File: src/hsvg_pkg.sv
// hand shape vertex generator: shared types, constants and the trig divide
// no dependencies
package hsvg_pkg;

   localparam int FRAC_BITS  = 4;
   localparam int TRIG_SHIFT = 16;
   localparam int TRIG_SCALE = (1 << TRIG_SHIFT) - 1;

   // axial distances, half-widths, products and quotients
   localparam int AW = 15;
   localparam int HW = 8 + FRAC_BITS - 1;
   localparam int PW = 32;
   localparam int QW = 17;

   localparam int CSR_IDX_W = 3;
   localparam int CSR_DAT_W = 8;

   // register indexes
   localparam logic [CSR_IDX_W-1:0] CSR_HAND_STYLE      = 3'd0;
   localparam logic [CSR_IDX_W-1:0] CSR_HAND_LENGTH     = 3'd1;
   localparam logic [CSR_IDX_W-1:0] CSR_TAIL_LENGTH     = 3'd2;
   localparam logic [CSR_IDX_W-1:0] CSR_MIDDLE_DISTANCE = 3'd3;
   localparam logic [CSR_IDX_W-1:0] CSR_MAIN_WIDTH      = 3'd4;
   localparam logic [CSR_IDX_W-1:0] CSR_SECOND_WIDTH    = 3'd5;

   // hand styles
   localparam logic [2:0] STYLE_DOT      = 3'd0;
   localparam logic [2:0] STYLE_TRIANGLE = 3'd1;
   localparam logic [2:0] STYLE_SQUARE   = 3'd2;
   localparam logic [2:0] STYLE_DAUPHINE = 3'd3;
   localparam logic [2:0] STYLE_SWORD    = 3'd4;
   localparam logic [2:0] STYLE_POMME    = 3'd5;
   localparam logic [2:0] STYLE_SPADE    = 3'd6;
   localparam logic [2:0] STYLE_ARROW    = 3'd7;

   typedef enum logic [2:0] {
      AX_B, AX_L, AX_M, AX_MID, AX_BACK, AX_APEX, AX_LM
   } axis_sel_type;

   typedef enum logic [1:0] {
      SD_NONE, SD_NEG, SD_POS
   } side_type;

   // one primitive of the sequence
   typedef struct packed {
      logic         is_circle;
      logic [1:0]   shape_index;
      logic [2:0]   vertex_index;
      axis_sel_type axis;
      side_type     side;
      logic         half_second;
      logic         thin_second;
      logic         last;
   } prim_desc_type;

   // signed product / TRIG_SCALE, truncated toward zero (reciprocal plus correction)
   function automatic logic signed [QW-1:0] div_trig(input logic signed [PW-1:0] p);
      logic [PW-1:0]        n;
      logic [PW-1:0]        q;
      logic signed [PW+1:0] r;
      n = p[PW-1] ? PW'(-p) : PW'(p);
      q = PW'(({1'b0, n} + {1'b0, (n >> TRIG_SHIFT)} + 33'd1) >> TRIG_SHIFT);
      r = $signed({2'b00, n}) - $signed({2'b00, (q << TRIG_SHIFT)}) + $signed({2'b00, q});
      if (r < 0) begin
         q = q - PW'(1);
      end else if (r >= (PW+2)'(TRIG_SCALE)) begin
         q = q + PW'(1);
      end
      return p[PW-1] ? QW'(-q) : QW'(q);
   endfunction

endpackage

File: src/hsvg_if.sv
// hand shape vertex generator: channel interfaces for items, results and registers
// depends on hsvg_pkg
interface hsvg_req_if;
   logic               valid;
   logic               ready;
   logic signed [15:0] pivot_x;
   logic signed [15:0] pivot_y;
   logic signed [16:0] sin_value;
   logic signed [16:0] cos_value;
   modport source (output valid, pivot_x, pivot_y, sin_value, cos_value, input ready);
   modport sink   (input valid, pivot_x, pivot_y, sin_value, cos_value, output ready);
endinterface

interface hsvg_rsp_if;
   logic               valid;
   logic               ready;
   logic               is_circle;
   logic [1:0]         shape_index;
   logic [2:0]         vertex_index;
   logic signed [17:0] point_x;
   logic signed [17:0] point_y;
   logic [10:0]        radius;
   logic               thin_mark;
   logic               last_item;
   modport source (output valid, is_circle, shape_index, vertex_index, point_x, point_y,
                   radius, thin_mark, last_item, input ready);
   modport sink   (input valid, is_circle, shape_index, vertex_index, point_x, point_y,
                   radius, thin_mark, last_item, output ready);
endinterface

interface hsvg_csr_if;
   logic                           valid;
   logic                           ready;
   logic [hsvg_pkg::CSR_IDX_W-1:0] index;
   logic [hsvg_pkg::CSR_DAT_W-1:0] data;
   modport source (output valid, index, data, input ready);
   modport sink   (input valid, index, data, output ready);
endinterface

File: src/hand_shape_vertex_generator.sv
// hand shape vertex generator top level: sequencer, multiply, divide and output stages
// depends on hsvg_pkg and the interfaces in hsvg_if
// each primitive passes the stage 1 to 3 registers, then the result register
// throughput: one primitive per cycle, 3 to 10 primitives per item by style;
// set by the step sequencer, which a stalled result channel holds
// the next item is taken in the cycle its predecessor's last primitive issues
// reset: synchronous, clears the pipeline valids and loads the register defaults
module hand_shape_vertex_generator (
   input  logic               clock,
   input  logic               reset,
   hsvg_req_if.sink           req_ch,
   hsvg_rsp_if.source         rsp_ch,
   hsvg_csr_if.sink           csr_ch
);

   // registers
   logic [2:0]        hand_style_ff;
   logic [7:0]        hand_length_ff;
   logic [6:0]        tail_length_ff;
   logic signed [7:0] middle_distance_ff;
   logic [7:0]        main_width_ff;
   logic [7:0]        second_width_ff;

   always_ff @(posedge clock) begin
      if (reset) begin
         hand_style_ff      <= hsvg_pkg::STYLE_SQUARE;
         hand_length_ff     <= '0;
         tail_length_ff     <= '0;
         middle_distance_ff <= '0;
         main_width_ff      <= 8'd1;
         second_width_ff    <= 8'd1;
      end else if (csr_ch.valid) begin
         case (csr_ch.index)
            hsvg_pkg::CSR_HAND_STYLE:      hand_style_ff      <= csr_ch.data[2:0];
            hsvg_pkg::CSR_HAND_LENGTH:     hand_length_ff     <= csr_ch.data;
            hsvg_pkg::CSR_TAIL_LENGTH:     tail_length_ff     <= csr_ch.data[6:0];
            hsvg_pkg::CSR_MIDDLE_DISTANCE: middle_distance_ff <= $signed(csr_ch.data);
            hsvg_pkg::CSR_MAIN_WIDTH:      main_width_ff      <= csr_ch.data;
            hsvg_pkg::CSR_SECOND_WIDTH:    second_width_ff    <= csr_ch.data;
            default: ;
         endcase
      end
   end

   assign csr_ch.ready = 1'b1;

   // derived distances
   logic signed [hsvg_pkg::AW-1:0] dist_l, dist_b, dist_m, dist_mid, dist_back;
   logic signed [hsvg_pkg::AW-1:0] dist_sum, dist_apex, dist_lm;
   logic signed [8:0]              back_px;
   logic [hsvg_pkg::HW-1:0]        half_main, half_second;
   logic                           thin_main, thin_second, apex_ok;

   always_comb begin
      dist_l   = $signed(hsvg_pkg::AW'(hand_length_ff) << hsvg_pkg::FRAC_BITS);
      dist_b   = -$signed(hsvg_pkg::AW'(tail_length_ff) << hsvg_pkg::FRAC_BITS);
      dist_m   = hsvg_pkg::AW'(middle_distance_ff) <<< hsvg_pkg::FRAC_BITS;
      dist_mid = (dist_m > dist_l) ? dist_l : dist_m;
      back_px  = (9'(middle_distance_ff) > $signed({2'b00, tail_length_ff}))
                 ? 9'(middle_distance_ff) : $signed({2'b00, tail_length_ff});
      dist_back = -(hsvg_pkg::AW'(back_px) <<< hsvg_pkg::FRAC_BITS);
      dist_sum  = dist_l + dist_b;
      // halve toward zero
      dist_apex = ((dist_sum + $signed({{(hsvg_pkg::AW-1){1'b0}},
                                        dist_sum[hsvg_pkg::AW-1]})) >>> 1) + dist_m;
      dist_lm   = dist_l + dist_m;
      apex_ok   = dist_apex > dist_l;
      half_main   = (main_width_ff == '0) ? hsvg_pkg::HW'(1 << (hsvg_pkg::FRAC_BITS - 1))
                    : hsvg_pkg::HW'(main_width_ff) << (hsvg_pkg::FRAC_BITS - 1);
      half_second = (second_width_ff == '0) ? hsvg_pkg::HW'(1 << (hsvg_pkg::FRAC_BITS - 1))
                    : hsvg_pkg::HW'(second_width_ff) << (hsvg_pkg::FRAC_BITS - 1);
      thin_main   = main_width_ff < 8'd3;
      thin_second = second_width_ff < 8'd3;
   end

   // sequencer stage
   logic               busy_ff, busy_in;
   logic [3:0]         step_ff, step_in;
   logic signed [15:0] piv_x_ff, piv_y_ff;
   logic signed [16:0] sin_ff, cos_ff;
   logic               advance, accept, issue;
   hsvg_pkg::prim_desc_type desc;

   function automatic hsvg_pkg::prim_desc_type mk(
      input int circ, input int sh, input int vi,
      input hsvg_pkg::axis_sel_type ax, input hsvg_pkg::side_type sd,
      input int hsec, input int tsec, input int lst);
      hsvg_pkg::prim_desc_type d;
      d.is_circle    = 1'(circ);
      d.shape_index  = 2'(sh);
      d.vertex_index = 3'(vi);
      d.axis         = ax;
      d.side         = sd;
      d.half_second  = 1'(hsec);
      d.thin_second  = 1'(tsec);
      d.last         = 1'(lst);
      return d;
   endfunction

   always_comb begin
      desc = mk(0, 0, 0, hsvg_pkg::AX_B, hsvg_pkg::SD_NONE, 0, 0, 1);
      unique case (hand_style_ff)
         hsvg_pkg::STYLE_TRIANGLE: begin
            unique case (step_ff)
               4'd0: desc = mk(0, 0, 0, hsvg_pkg::AX_B, hsvg_pkg::SD_NEG,  0, 0, 0);
               4'd1: desc = mk(0, 0, 1, hsvg_pkg::AX_B, hsvg_pkg::SD_POS,  0, 0, 0);
               default: desc = mk(0, 0, 2, hsvg_pkg::AX_L, hsvg_pkg::SD_NONE, 0, 0, 1);
            endcase
         end
         hsvg_pkg::STYLE_DAUPHINE: begin
            unique case (step_ff)
               4'd0: desc = mk(0, 0, 0, hsvg_pkg::AX_BACK, hsvg_pkg::SD_NONE, 0, 0, 0);
               4'd1: desc = mk(0, 0, 1, hsvg_pkg::AX_M,    hsvg_pkg::SD_NEG,  0, 0, 0);
               4'd2: desc = mk(0, 0, 2, hsvg_pkg::AX_L,    hsvg_pkg::SD_NONE, 0, 0, 0);
               default: desc = mk(0, 0, 3, hsvg_pkg::AX_M, hsvg_pkg::SD_POS,  0, 0, 1);
            endcase
         end
         hsvg_pkg::STYLE_SWORD: begin
            unique case (step_ff)
               4'd0: desc = mk(0, 0, 0, hsvg_pkg::AX_B,   hsvg_pkg::SD_NEG,  0, 0, 0);
               4'd1: desc = mk(0, 0, 1, hsvg_pkg::AX_MID, hsvg_pkg::SD_NEG,  1, 0, 0);
               4'd2: desc = mk(0, 0, 2, hsvg_pkg::AX_L,   hsvg_pkg::SD_NONE, 0, 0, 0);
               4'd3: desc = mk(0, 0, 3, hsvg_pkg::AX_MID, hsvg_pkg::SD_POS,  1, 0, 0);
               default: desc = mk(0, 0, 4, hsvg_pkg::AX_B, hsvg_pkg::SD_POS, 0, 0, 1);
            endcase
         end
         hsvg_pkg::STYLE_POMME: begin
            unique case (step_ff)
               4'd0: desc = mk(0, 0, 0, hsvg_pkg::AX_M, hsvg_pkg::SD_NEG,  0, 0, 0);
               4'd1: desc = mk(0, 0, 1, hsvg_pkg::AX_M, hsvg_pkg::SD_POS,  0, 0, 0);
               4'd2: desc = mk(0, 0, 2, hsvg_pkg::AX_L, hsvg_pkg::SD_POS,  0, 0, 0);
               4'd3: desc = mk(0, 0, 3, hsvg_pkg::AX_L, hsvg_pkg::SD_NEG,  0, 0, 0);
               4'd4: desc = mk(0, 1, 0, hsvg_pkg::AX_B, hsvg_pkg::SD_NEG,  1, 1, 0);
               4'd5: desc = mk(0, 1, 1, hsvg_pkg::AX_B, hsvg_pkg::SD_POS,  1, 1, 0);
               4'd6: desc = mk(0, 1, 2, hsvg_pkg::AX_M, hsvg_pkg::SD_POS,  1, 1, 0);
               4'd7: desc = mk(0, 1, 3, hsvg_pkg::AX_M, hsvg_pkg::SD_NEG,  1, 1, 0);
               4'd8: desc = mk(1, 0, 0, hsvg_pkg::AX_M, hsvg_pkg::SD_NONE, 0, 0, 0);
               default: desc = mk(1, 1, 0, hsvg_pkg::AX_L, hsvg_pkg::SD_NONE, 0, 0, 1);
            endcase
         end
         hsvg_pkg::STYLE_SPADE: begin
            unique case (step_ff)
               4'd0: desc = mk(0, 0, 0, hsvg_pkg::AX_B,    hsvg_pkg::SD_NEG,  0, 0, 0);
               4'd1: desc = mk(0, 0, 1, hsvg_pkg::AX_B,    hsvg_pkg::SD_POS,  0, 0, 0);
               4'd2: desc = mk(0, 0, 2, hsvg_pkg::AX_L,    hsvg_pkg::SD_POS,  0, 0, 0);
               4'd3: desc = mk(0, 0, 3, hsvg_pkg::AX_L,    hsvg_pkg::SD_NEG,  0, 0, 0);
               4'd4: desc = mk(0, 1, 0, hsvg_pkg::AX_L,    hsvg_pkg::SD_NEG,  1, 1, 0);
               4'd5: desc = mk(0, 1, 1, hsvg_pkg::AX_L,    hsvg_pkg::SD_POS,  1, 1, 0);
               4'd6: desc = mk(0, 1, 2, hsvg_pkg::AX_APEX, hsvg_pkg::SD_NONE, 1, 1, 0);
               4'd7: desc = mk(1, 0, 0, hsvg_pkg::AX_B,    hsvg_pkg::SD_NONE, 0, 0, 0);
               4'd8: desc = mk(1, 1, 0, hsvg_pkg::AX_L,    hsvg_pkg::SD_NONE, 0, 0, 0);
               default: desc = mk(1, 2, 0, hsvg_pkg::AX_L, hsvg_pkg::SD_NONE, 1, 1, 1);
            endcase
         end
         hsvg_pkg::STYLE_ARROW: begin
            unique case (step_ff)
               4'd0: desc = mk(0, 0, 0, hsvg_pkg::AX_B, hsvg_pkg::SD_NEG,  0, 0, 0);
               4'd1: desc = mk(0, 0, 1, hsvg_pkg::AX_B, hsvg_pkg::SD_POS,  0, 0, 0);
               4'd2: desc = mk(0, 0, 2, hsvg_pkg::AX_L, hsvg_pkg::SD_NONE, 0, 0, 0);
               4'd3: desc = mk(0, 1, 0, hsvg_pkg::AX_L, hsvg_pkg::SD_NEG,  1, 1, 0);
               4'd4: desc = mk(0, 1, 1, hsvg_pkg::AX_L, hsvg_pkg::SD_POS,  1, 1, 0);
               default: desc = mk(0, 1, 2, hsvg_pkg::AX_LM, hsvg_pkg::SD_NONE, 1, 1, 1);
            endcase
         end
         default: begin
            // flat capsule, the dot style adds round caps
            unique case (step_ff)
               4'd0: desc = mk(0, 0, 0, hsvg_pkg::AX_B, hsvg_pkg::SD_NEG, 0, 0, 0);
               4'd1: desc = mk(0, 0, 1, hsvg_pkg::AX_B, hsvg_pkg::SD_POS, 0, 0, 0);
               4'd2: desc = mk(0, 0, 2, hsvg_pkg::AX_L, hsvg_pkg::SD_POS, 0, 0, 0);
               4'd3: desc = mk(0, 0, 3, hsvg_pkg::AX_L, hsvg_pkg::SD_NEG, 0, 0,
                               int'(hand_style_ff != hsvg_pkg::STYLE_DOT));
               4'd4: desc = mk(1, 0, 0, hsvg_pkg::AX_B, hsvg_pkg::SD_NONE, 0, 0, 0);
               default: desc = mk(1, 1, 0, hsvg_pkg::AX_L, hsvg_pkg::SD_NONE, 0, 0, 1);
            endcase
         end
      endcase
   end

   logic rsp_valid_ff;
   assign advance      = !rsp_valid_ff || rsp_ch.ready;
   assign issue        = busy_ff && advance;
   assign req_ch.ready = !busy_ff || (advance && desc.last);
   assign accept       = req_ch.valid && req_ch.ready;

   always_comb begin
      busy_in = busy_ff;
      step_in = step_ff;
      if (issue) begin
         busy_in = !desc.last;
         // spade without its point skips polygon 1
         if (hand_style_ff == hsvg_pkg::STYLE_SPADE && step_ff == 4'd3 && !apex_ok) begin
            step_in = 4'd7;
         end else begin
            step_in = step_ff + 4'd1;
         end
      end
      if (accept) begin
         busy_in = 1'b1;
         step_in = '0;
      end
   end

   always_ff @(posedge clock) begin
      if (reset) begin
         busy_ff <= 1'b0;
         step_ff <= '0;
      end else begin
         busy_ff <= busy_in;
         step_ff <= step_in;
      end
   end

   always_ff @(posedge clock) begin
      if (accept) begin
         piv_x_ff <= req_ch.pivot_x;
         piv_y_ff <= req_ch.pivot_y;
         sin_ff   <= req_ch.sin_value;
         cos_ff   <= req_ch.cos_value;
      end
   end

   // stage 1: selected distance and half-width
   logic                           s1_valid_ff, s2_valid_ff, s3_valid_ff;
   hsvg_pkg::prim_desc_type        s1_desc_ff, s2_desc_ff, s3_desc_ff;
   logic                           s1_thin_ff, s2_thin_ff, s3_thin_ff;
   logic signed [hsvg_pkg::AW-1:0] s1_axis_in, s1_axis_ff;
   logic [hsvg_pkg::HW-1:0]        s1_half_ff, s2_half_ff, s3_half_ff;
   logic signed [15:0]             s1_px_ff, s1_py_ff, s2_px_ff, s2_py_ff, s3_px_ff, s3_py_ff;
   logic signed [16:0]             s1_sin_ff, s1_cos_ff;

   always_comb begin
      case (desc.axis)
         hsvg_pkg::AX_L:    s1_axis_in = dist_l;
         hsvg_pkg::AX_M:    s1_axis_in = dist_m;
         hsvg_pkg::AX_MID:  s1_axis_in = dist_mid;
         hsvg_pkg::AX_BACK: s1_axis_in = dist_back;
         hsvg_pkg::AX_APEX: s1_axis_in = dist_apex;
         hsvg_pkg::AX_LM:   s1_axis_in = dist_lm;
         default:           s1_axis_in = dist_b;
      endcase
   end

   // stage 2: products, stage 3: quotients
   logic signed [hsvg_pkg::PW-1:0] s2_pas_ff, s2_pac_ff, s2_phc_ff, s2_phs_ff;
   logic signed [hsvg_pkg::QW-1:0] s3_qas_ff, s3_qac_ff, s3_qhc_ff, s3_qhs_ff;
   logic signed [hsvg_pkg::HW:0]   s1_half_s;

   assign s1_half_s = $signed({1'b0, s1_half_ff});

   always_ff @(posedge clock) begin
      if (reset) begin
         s1_valid_ff <= 1'b0;
         s2_valid_ff <= 1'b0;
         s3_valid_ff <= 1'b0;
      end else if (advance) begin
         s1_valid_ff <= issue;
         s2_valid_ff <= s1_valid_ff;
         s3_valid_ff <= s2_valid_ff;
      end
   end

   always_ff @(posedge clock) begin
      if (advance) begin
         s1_desc_ff <= desc;
         s1_thin_ff <= desc.thin_second ? thin_second : thin_main;
         s1_axis_ff <= s1_axis_in;
         s1_half_ff <= desc.half_second ? half_second : half_main;
         s1_px_ff   <= piv_x_ff;
         s1_py_ff   <= piv_y_ff;
         s1_sin_ff  <= sin_ff;
         s1_cos_ff  <= cos_ff;

         s2_desc_ff <= s1_desc_ff;
         s2_thin_ff <= s1_thin_ff;
         s2_half_ff <= s1_half_ff;
         s2_px_ff   <= s1_px_ff;
         s2_py_ff   <= s1_py_ff;
         s2_pas_ff  <= hsvg_pkg::PW'(s1_axis_ff * s1_sin_ff);
         s2_pac_ff  <= hsvg_pkg::PW'(s1_axis_ff * s1_cos_ff);
         s2_phc_ff  <= hsvg_pkg::PW'(s1_half_s * s1_cos_ff);
         s2_phs_ff  <= hsvg_pkg::PW'(s1_half_s * s1_sin_ff);

         s3_desc_ff <= s2_desc_ff;
         s3_thin_ff <= s2_thin_ff;
         s3_half_ff <= s2_half_ff;
         s3_px_ff   <= s2_px_ff;
         s3_py_ff   <= s2_py_ff;
         s3_qas_ff  <= hsvg_pkg::div_trig(s2_pas_ff);
         s3_qac_ff  <= hsvg_pkg::div_trig(s2_pac_ff);
         s3_qhc_ff  <= hsvg_pkg::div_trig(s2_phc_ff);
         s3_qhs_ff  <= hsvg_pkg::div_trig(s2_phs_ff);
      end
   end

   // stage 4: point assembly into the result register
   logic signed [18:0] sum_x, sum_y, off_x, off_y;

   always_comb begin
      case (s3_desc_ff.side)
         hsvg_pkg::SD_NEG: begin
            off_x = -19'(s3_qhc_ff);
            off_y = -19'(s3_qhs_ff);
         end
         hsvg_pkg::SD_POS: begin
            off_x = 19'(s3_qhc_ff);
            off_y = 19'(s3_qhs_ff);
         end
         default: begin
            off_x = '0;
            off_y = '0;
         end
      endcase
      sum_x = 19'(s3_px_ff) + 19'(s3_qas_ff) + off_x;
      sum_y = 19'(s3_py_ff) - 19'(s3_qac_ff) + off_y;
   end

   always_ff @(posedge clock) begin
      if (reset) begin
         rsp_valid_ff <= 1'b0;
      end else if (advance) begin
         rsp_valid_ff <= s3_valid_ff;
      end
   end

   always_ff @(posedge clock) begin
      if (advance) begin
         rsp_ch.is_circle    <= s3_desc_ff.is_circle;
         rsp_ch.shape_index  <= s3_desc_ff.shape_index;
         rsp_ch.vertex_index <= s3_desc_ff.vertex_index;
         rsp_ch.point_x      <= sum_x[17:0];
         rsp_ch.point_y      <= sum_y[17:0];
         rsp_ch.radius       <= s3_desc_ff.is_circle ? s3_half_ff : '0;
         rsp_ch.thin_mark    <= s3_thin_ff;
         rsp_ch.last_item    <= s3_desc_ff.last;
      end
   end

   assign rsp_ch.valid = rsp_valid_ff;

endmodule

File: src/flat_wrapper.sv
// flat-port wrapper written by rule: the top's interface ports become plain ports
module hand_shape_vertex_generator_flat 
  (clock, reset, req_ch_valid, req_ch_pivot_x, req_ch_pivot_y, req_ch_sin_value, req_ch_cos_value, req_ch_ready, rsp_ch_valid, rsp_ch_is_circle, rsp_ch_shape_index, rsp_ch_vertex_index, rsp_ch_point_x, rsp_ch_point_y, rsp_ch_radius, rsp_ch_thin_mark, rsp_ch_last_item, rsp_ch_ready, csr_ch_valid, csr_ch_index, csr_ch_data, csr_ch_ready);
  hsvg_req_if req_ch_i ();
  hsvg_rsp_if rsp_ch_i ();
  hsvg_csr_if csr_ch_i ();
  input  logic clock;
  input  logic reset;
  input wire logic [$bits(req_ch_i.valid)-1:0] req_ch_valid;
  input wire logic [$bits(req_ch_i.pivot_x)-1:0] req_ch_pivot_x;
  input wire logic [$bits(req_ch_i.pivot_y)-1:0] req_ch_pivot_y;
  input wire logic [$bits(req_ch_i.sin_value)-1:0] req_ch_sin_value;
  input wire logic [$bits(req_ch_i.cos_value)-1:0] req_ch_cos_value;
  output wire logic [$bits(req_ch_i.ready)-1:0] req_ch_ready;
  output wire logic [$bits(rsp_ch_i.valid)-1:0] rsp_ch_valid;
  output wire logic [$bits(rsp_ch_i.is_circle)-1:0] rsp_ch_is_circle;
  output wire logic [$bits(rsp_ch_i.shape_index)-1:0] rsp_ch_shape_index;
  output wire logic [$bits(rsp_ch_i.vertex_index)-1:0] rsp_ch_vertex_index;
  output wire logic [$bits(rsp_ch_i.point_x)-1:0] rsp_ch_point_x;
  output wire logic [$bits(rsp_ch_i.point_y)-1:0] rsp_ch_point_y;
  output wire logic [$bits(rsp_ch_i.radius)-1:0] rsp_ch_radius;
  output wire logic [$bits(rsp_ch_i.thin_mark)-1:0] rsp_ch_thin_mark;
  output wire logic [$bits(rsp_ch_i.last_item)-1:0] rsp_ch_last_item;
  input wire logic [$bits(rsp_ch_i.ready)-1:0] rsp_ch_ready;
  input wire logic [$bits(csr_ch_i.valid)-1:0] csr_ch_valid;
  input wire logic [$bits(csr_ch_i.index)-1:0] csr_ch_index;
  input wire logic [$bits(csr_ch_i.data)-1:0] csr_ch_data;
  output wire logic [$bits(csr_ch_i.ready)-1:0] csr_ch_ready;
  assign req_ch_i.valid = req_ch_valid;
  assign req_ch_i.pivot_x = req_ch_pivot_x;
  assign req_ch_i.pivot_y = req_ch_pivot_y;
  assign req_ch_i.sin_value = req_ch_sin_value;
  assign req_ch_i.cos_value = req_ch_cos_value;
  assign req_ch_ready = req_ch_i.ready;
  assign rsp_ch_valid = rsp_ch_i.valid;
  assign rsp_ch_is_circle = rsp_ch_i.is_circle;
  assign rsp_ch_shape_index = rsp_ch_i.shape_index;
  assign rsp_ch_vertex_index = rsp_ch_i.vertex_index;
  assign rsp_ch_point_x = rsp_ch_i.point_x;
  assign rsp_ch_point_y = rsp_ch_i.point_y;
  assign rsp_ch_radius = rsp_ch_i.radius;
  assign rsp_ch_thin_mark = rsp_ch_i.thin_mark;
  assign rsp_ch_last_item = rsp_ch_i.last_item;
  assign rsp_ch_i.ready = rsp_ch_ready;
  assign csr_ch_i.valid = csr_ch_valid;
  assign csr_ch_i.index = csr_ch_index;
  assign csr_ch_i.data = csr_ch_data;
  assign csr_ch_ready = csr_ch_i.ready;
  hand_shape_vertex_generator u_core (.clock(clock), .reset(reset), .req_ch(req_ch_i), .rsp_ch(rsp_ch_i), .csr_ch(csr_ch_i));
endmodule
File: config.mk
export PLATFORM = sky130hd
export DESIGN_NAME = hand_shape_vertex_generator_flat
export DESIGN_NICKNAME = d
export VERILOG_FILES = /design/src/hsvg_pkg.sv /design/src/hsvg_if.sv /design/src/hand_shape_vertex_generator.sv /design/src/flat_wrapper.sv
export SDC_FILE = /design/constraint.sdc
export NUM_CORES = 2
export LEC_CHECK = 0
export BUFFER_PORTS_ARGS = -buffer_cell sky130_fd_sc_hd__buf_2
export CORE_MARGIN = 10
export CORE_UTILIZATION = 55
export CTS_CLUSTER_SIZE = 8
export DETAILED_ROUTE_END_ITERATION = 16
export PLACE_DENSITY_LB_ADDON = 0.12
export SETUP_SLACK_MARGIN = 0.05
export SLEW_MARGIN = 20
export SYNTH_ARGS = -nofsm -noshare
export SYNTH_HDL_FRONTEND = slang
export SYNTH_SLANG_ARGS = --single-unit
File: constraint.sdc
create_clock -name clock -period 14.6 [get_ports clock]
set_input_delay 0 -clock clock [delete_from_list [all_inputs] [get_ports clock]]
set_output_delay 0 -clock clock [all_outputs]
set_load 0.02 [all_outputs]
==> summary.txt <==
Post-synth EDFFs - 492
Setup-failing EPs final - 0
DR vias/cell - 5.83
CP max stage cell - o41ai_1
Worst-path clk slew - 0.05 ns
Inserted Clock Buffers - 85
Tightest Pin Transition - 1.33 ns
Worst Hold Class - input port to flip-flop
sequential area share after synthesis - 24.1%
Worst Path Arrival - 12.52 ns
full die area - 137000 um2
Max Fanout on Critical Path - 16
Async SR Flop Fraction - 0%
gr ovfl total - 0
largest net degree at the start of global routing - 65
DRT Wirelength - 177000 um
number of antenna-violating nets in the routed design - 0
area added between synthesis and finish - 8.75%
vias in the first global route - 52200
Final Hold Vio Count - 0
Max Freq - 82.7 MHz
max_cap viols - 0
Ports - 140
top cell type's share of synthesized area - 22.0%
Clock Tree Buf Depth - 3
most used flip-flop cell after synthesis - edfxtp_1
largest cells by area after synthesis - edfxtp_1 (22%), fa_1 (19%), ha_1 (11%)
final worst path period need - 12.10 ns
Core Rows - 128
synth warn - 0
CTS Sinks - 562
endpoint class of the critical path - flip-flop
part of the cycle the worst path needs - 82.9%
unrepaired setup endpoints after global routing - false
chip height - 370 um
Root Driver - clkbuf_16
Worst Skew - 0.0394 ns
CTS tree - built
initial antenna violation count - 3
core area - 122000 um2
initial drt markers - 4214
Final Max Tran Viols - 0
Buffers on Ports - 135
nets@finish - 8616
FF+latch count, synth - 562
Worst-Skew Late Latency - 0.70 ns
layout cells sized above 1 - 5.98%
worst setup path category - flip-flop to flip-flop
Worst EP required - 15.02 ns
Pre-Repair DR Iteration Count - 6
H-tree Lvls - 3
flop-to-flop setup slack - 2.50 ns
cell taking the most area after synthesis - edfxtp_1
most instantiated cells after synthesis - inv_1 (1027), nand2_1 (643), fa_1 (634), ha_1 (598), edfxtp_1 (492)
slowest stage delay, CP - 0.78 ns
Avg Cell Area, Syn - 9.39 um2
Post-Synthesis Cells - 7159
# DRC - 0
cell with the most instances after synthesis - inv_1
routability cong. - 0.933
Startpoint Class - flip-flop
Post-CTS Resized - 0
TNS Setup - 0 ns
WL/cell - 19.7 um
first-pass GRT wire length - 285000 um
Tot GR Track Use - 25.8%
DP Wirelength - 137000 um
Via Count - 52300
Synth Cell Area - 67300 um2
number of distinct library cells after synthesis - 112
Die W - 370 um
Slew HR - 9.10%
initial core utilization - 55.3%
status - finished clean
==> critical path: cells and delay by family (launching register included) <==
family	cells	cell delay, ns
and+or+nand+nor	10	4.15
DFF	1	0.48
AOI/OAI and AO/OA	13	4.00
adders and majority gates	3	1.29
xor gates and xnor gates	5	1.39
buffers and inverters	2	0.50
==> worst paths after layout <==
kind | start | endpoint | depth (start not counted)
worst max-delay path | u_core.s2_pas_ff[3]$_DFFE_PN_ | u_core.s3_qas_ff[15]$_DFFE_PN_ | 33
worst min-delay path | req_ch_cos_value[12] | u_core.cos_ff[12]$_DFFE_PP_ | 2
worst max register to register | u_core.s2_pas_ff[3]$_DFFE_PN_ | u_core.s3_qas_ff[15]$_DFFE_PN_ | 33
worst min register to register | u_core.s2_desc_ff[4]$_DFFE_PN_ | u_core.s3_desc_ff[4]$_DFFE_PN_ | 0
==> layout make-up <==
class / instances / area [um2]
timing repair buffer: 319 / 2350
inverter: 1036 / 3890
antenna: 1 / 2.50
clock buffer: 109 / 2250
sequential: 562 / 16200
fill: 10400 / 48400
multi-input combinational: 5298 / 46200
clock inverter: 19 / 254
tap: 1625 / 2030
==> flip-flops by register name, indices dropped and copies added (netlist names), 16 cells and up, named ones only <==
register,flops
u_core.s3_qhs_ff,17
u_core.s2_pas_ff,29
u_core.s1_px_ff,16
u_core.s2_phs_ff,26
u_core.s3_qhc_ff,17
u_core.piv_y_ff,16
u_core.s2_px_ff,16
u_core.cos_ff,17
u_core.s3_qac_ff,17
u_core.s1_cos_ff,17
u_core.rsp_ch.point_x,18
u_core.s3_px_ff,16
u_core.s2_pac_ff,29
u_core.s1_py_ff,16
u_core.s1_sin_ff,17
u_core.sin_ff,17
u_core.s2_phc_ff,26
u_core.s2_py_ff,16
u_core.rsp_ch.point_y,18
u_core.piv_x_ff,16
u_core.s3_qas_ff,17
u_core.s3_py_ff,16
==> metrics by stage <==
step	instance area [um2]	hold WS, ns	cells	util [%]	setup WS [ns]
5_1_grt	73100	0.0324	8968	60.2	1.53
4_1_cts	73100	0.000226	8968	60.2	2.64
2_1_floorplan	67300	0.0989	7181	-	5.08
3_3_place_gp	69400	0.176	8721	57.1	2.96
6_report	73100	0.0434	8969	60.2	2.50
3_5_place_dp	69400	0.178	8721	57.1	2.67
==> cells by family after synthesis <==
group / share of synthesized area [%]
DFF: 24.1
xor gates and xnor gates: 7.89
muxes: 0.886
adders and majority gates: 30.0
buffers and inverters: 7.43
and+or+nand+nor: 16.3
AOI/OAI and AO/OA: 13.4
other: 0.0112
==> per-layer routing <==
layer | global-route usage [%] | vias to the layer above | share of wire (%)
met5 | 0 | - | 0
met4 | 6.85 | 0 | 2.5
met3 | 2.94 | 233 | 5.3
met2 | 43.5 | 1490 | 48
met1 | 35.0 | 25800 | 44
li1 | - | 24800 | -
==> cell usage in the layout, fill, tap and decap left out, types with 24 or more instances in the layout <==
| cell type | instances |
|---|---|
| a211oi_1 | 51 |
| a21o_1 | 77 |
| a21oi_1 | 322 |
| a22oi_1 | 28 |
| a31oi_1 | 58 |
| a32oi_1 | 27 |
| and2_1 | 368 |
| and3_1 | 64 |
| buf_2 | 135 |
| buf_4 | 65 |
| clkbuf_16 | 86 |
| conb_1 | 24 |
| dfxtp_1 | 70 |
| dlygate4sd3_1 | 119 |
| edfxtp_1 | 492 |
| fa_1 | 634 |
| ha_1 | 598 |
| inv_1 | 1026 |
| mux2i_1 | 46 |
| nand2_1 | 643 |
| nand2b_1 | 87 |
| nand3_1 | 99 |
| nand4_1 | 59 |
| nor2_1 | 288 |
| nor2b_1 | 39 |
| nor3_1 | 139 |
| nor4_1 | 80 |
| o211ai_1 | 27 |
| o21a_1 | 44 |
| o21ai_0 | 224 |
| o21bai_1 | 82 |
| o31ai_1 | 54 |
| o41ai_1 | 34 |
| or2_2 | 44 |
| or3_1 | 54 |
| or4_1 | 40 |
| xnor2_1 | 412 |
| xor2_1 | 120 |
==> what timing repair did <==
| action | CTS | global route |
|---|---|---|
| hold endpoints to repair | 137 | 0 |
| buffers inserted | 0 | 0 |
| hold buffers | 119 | 0 |
Power is left out: the tool's default activity adds up to more than one toggle a clock period on the data nets, which glitch-free logic cannot reach.
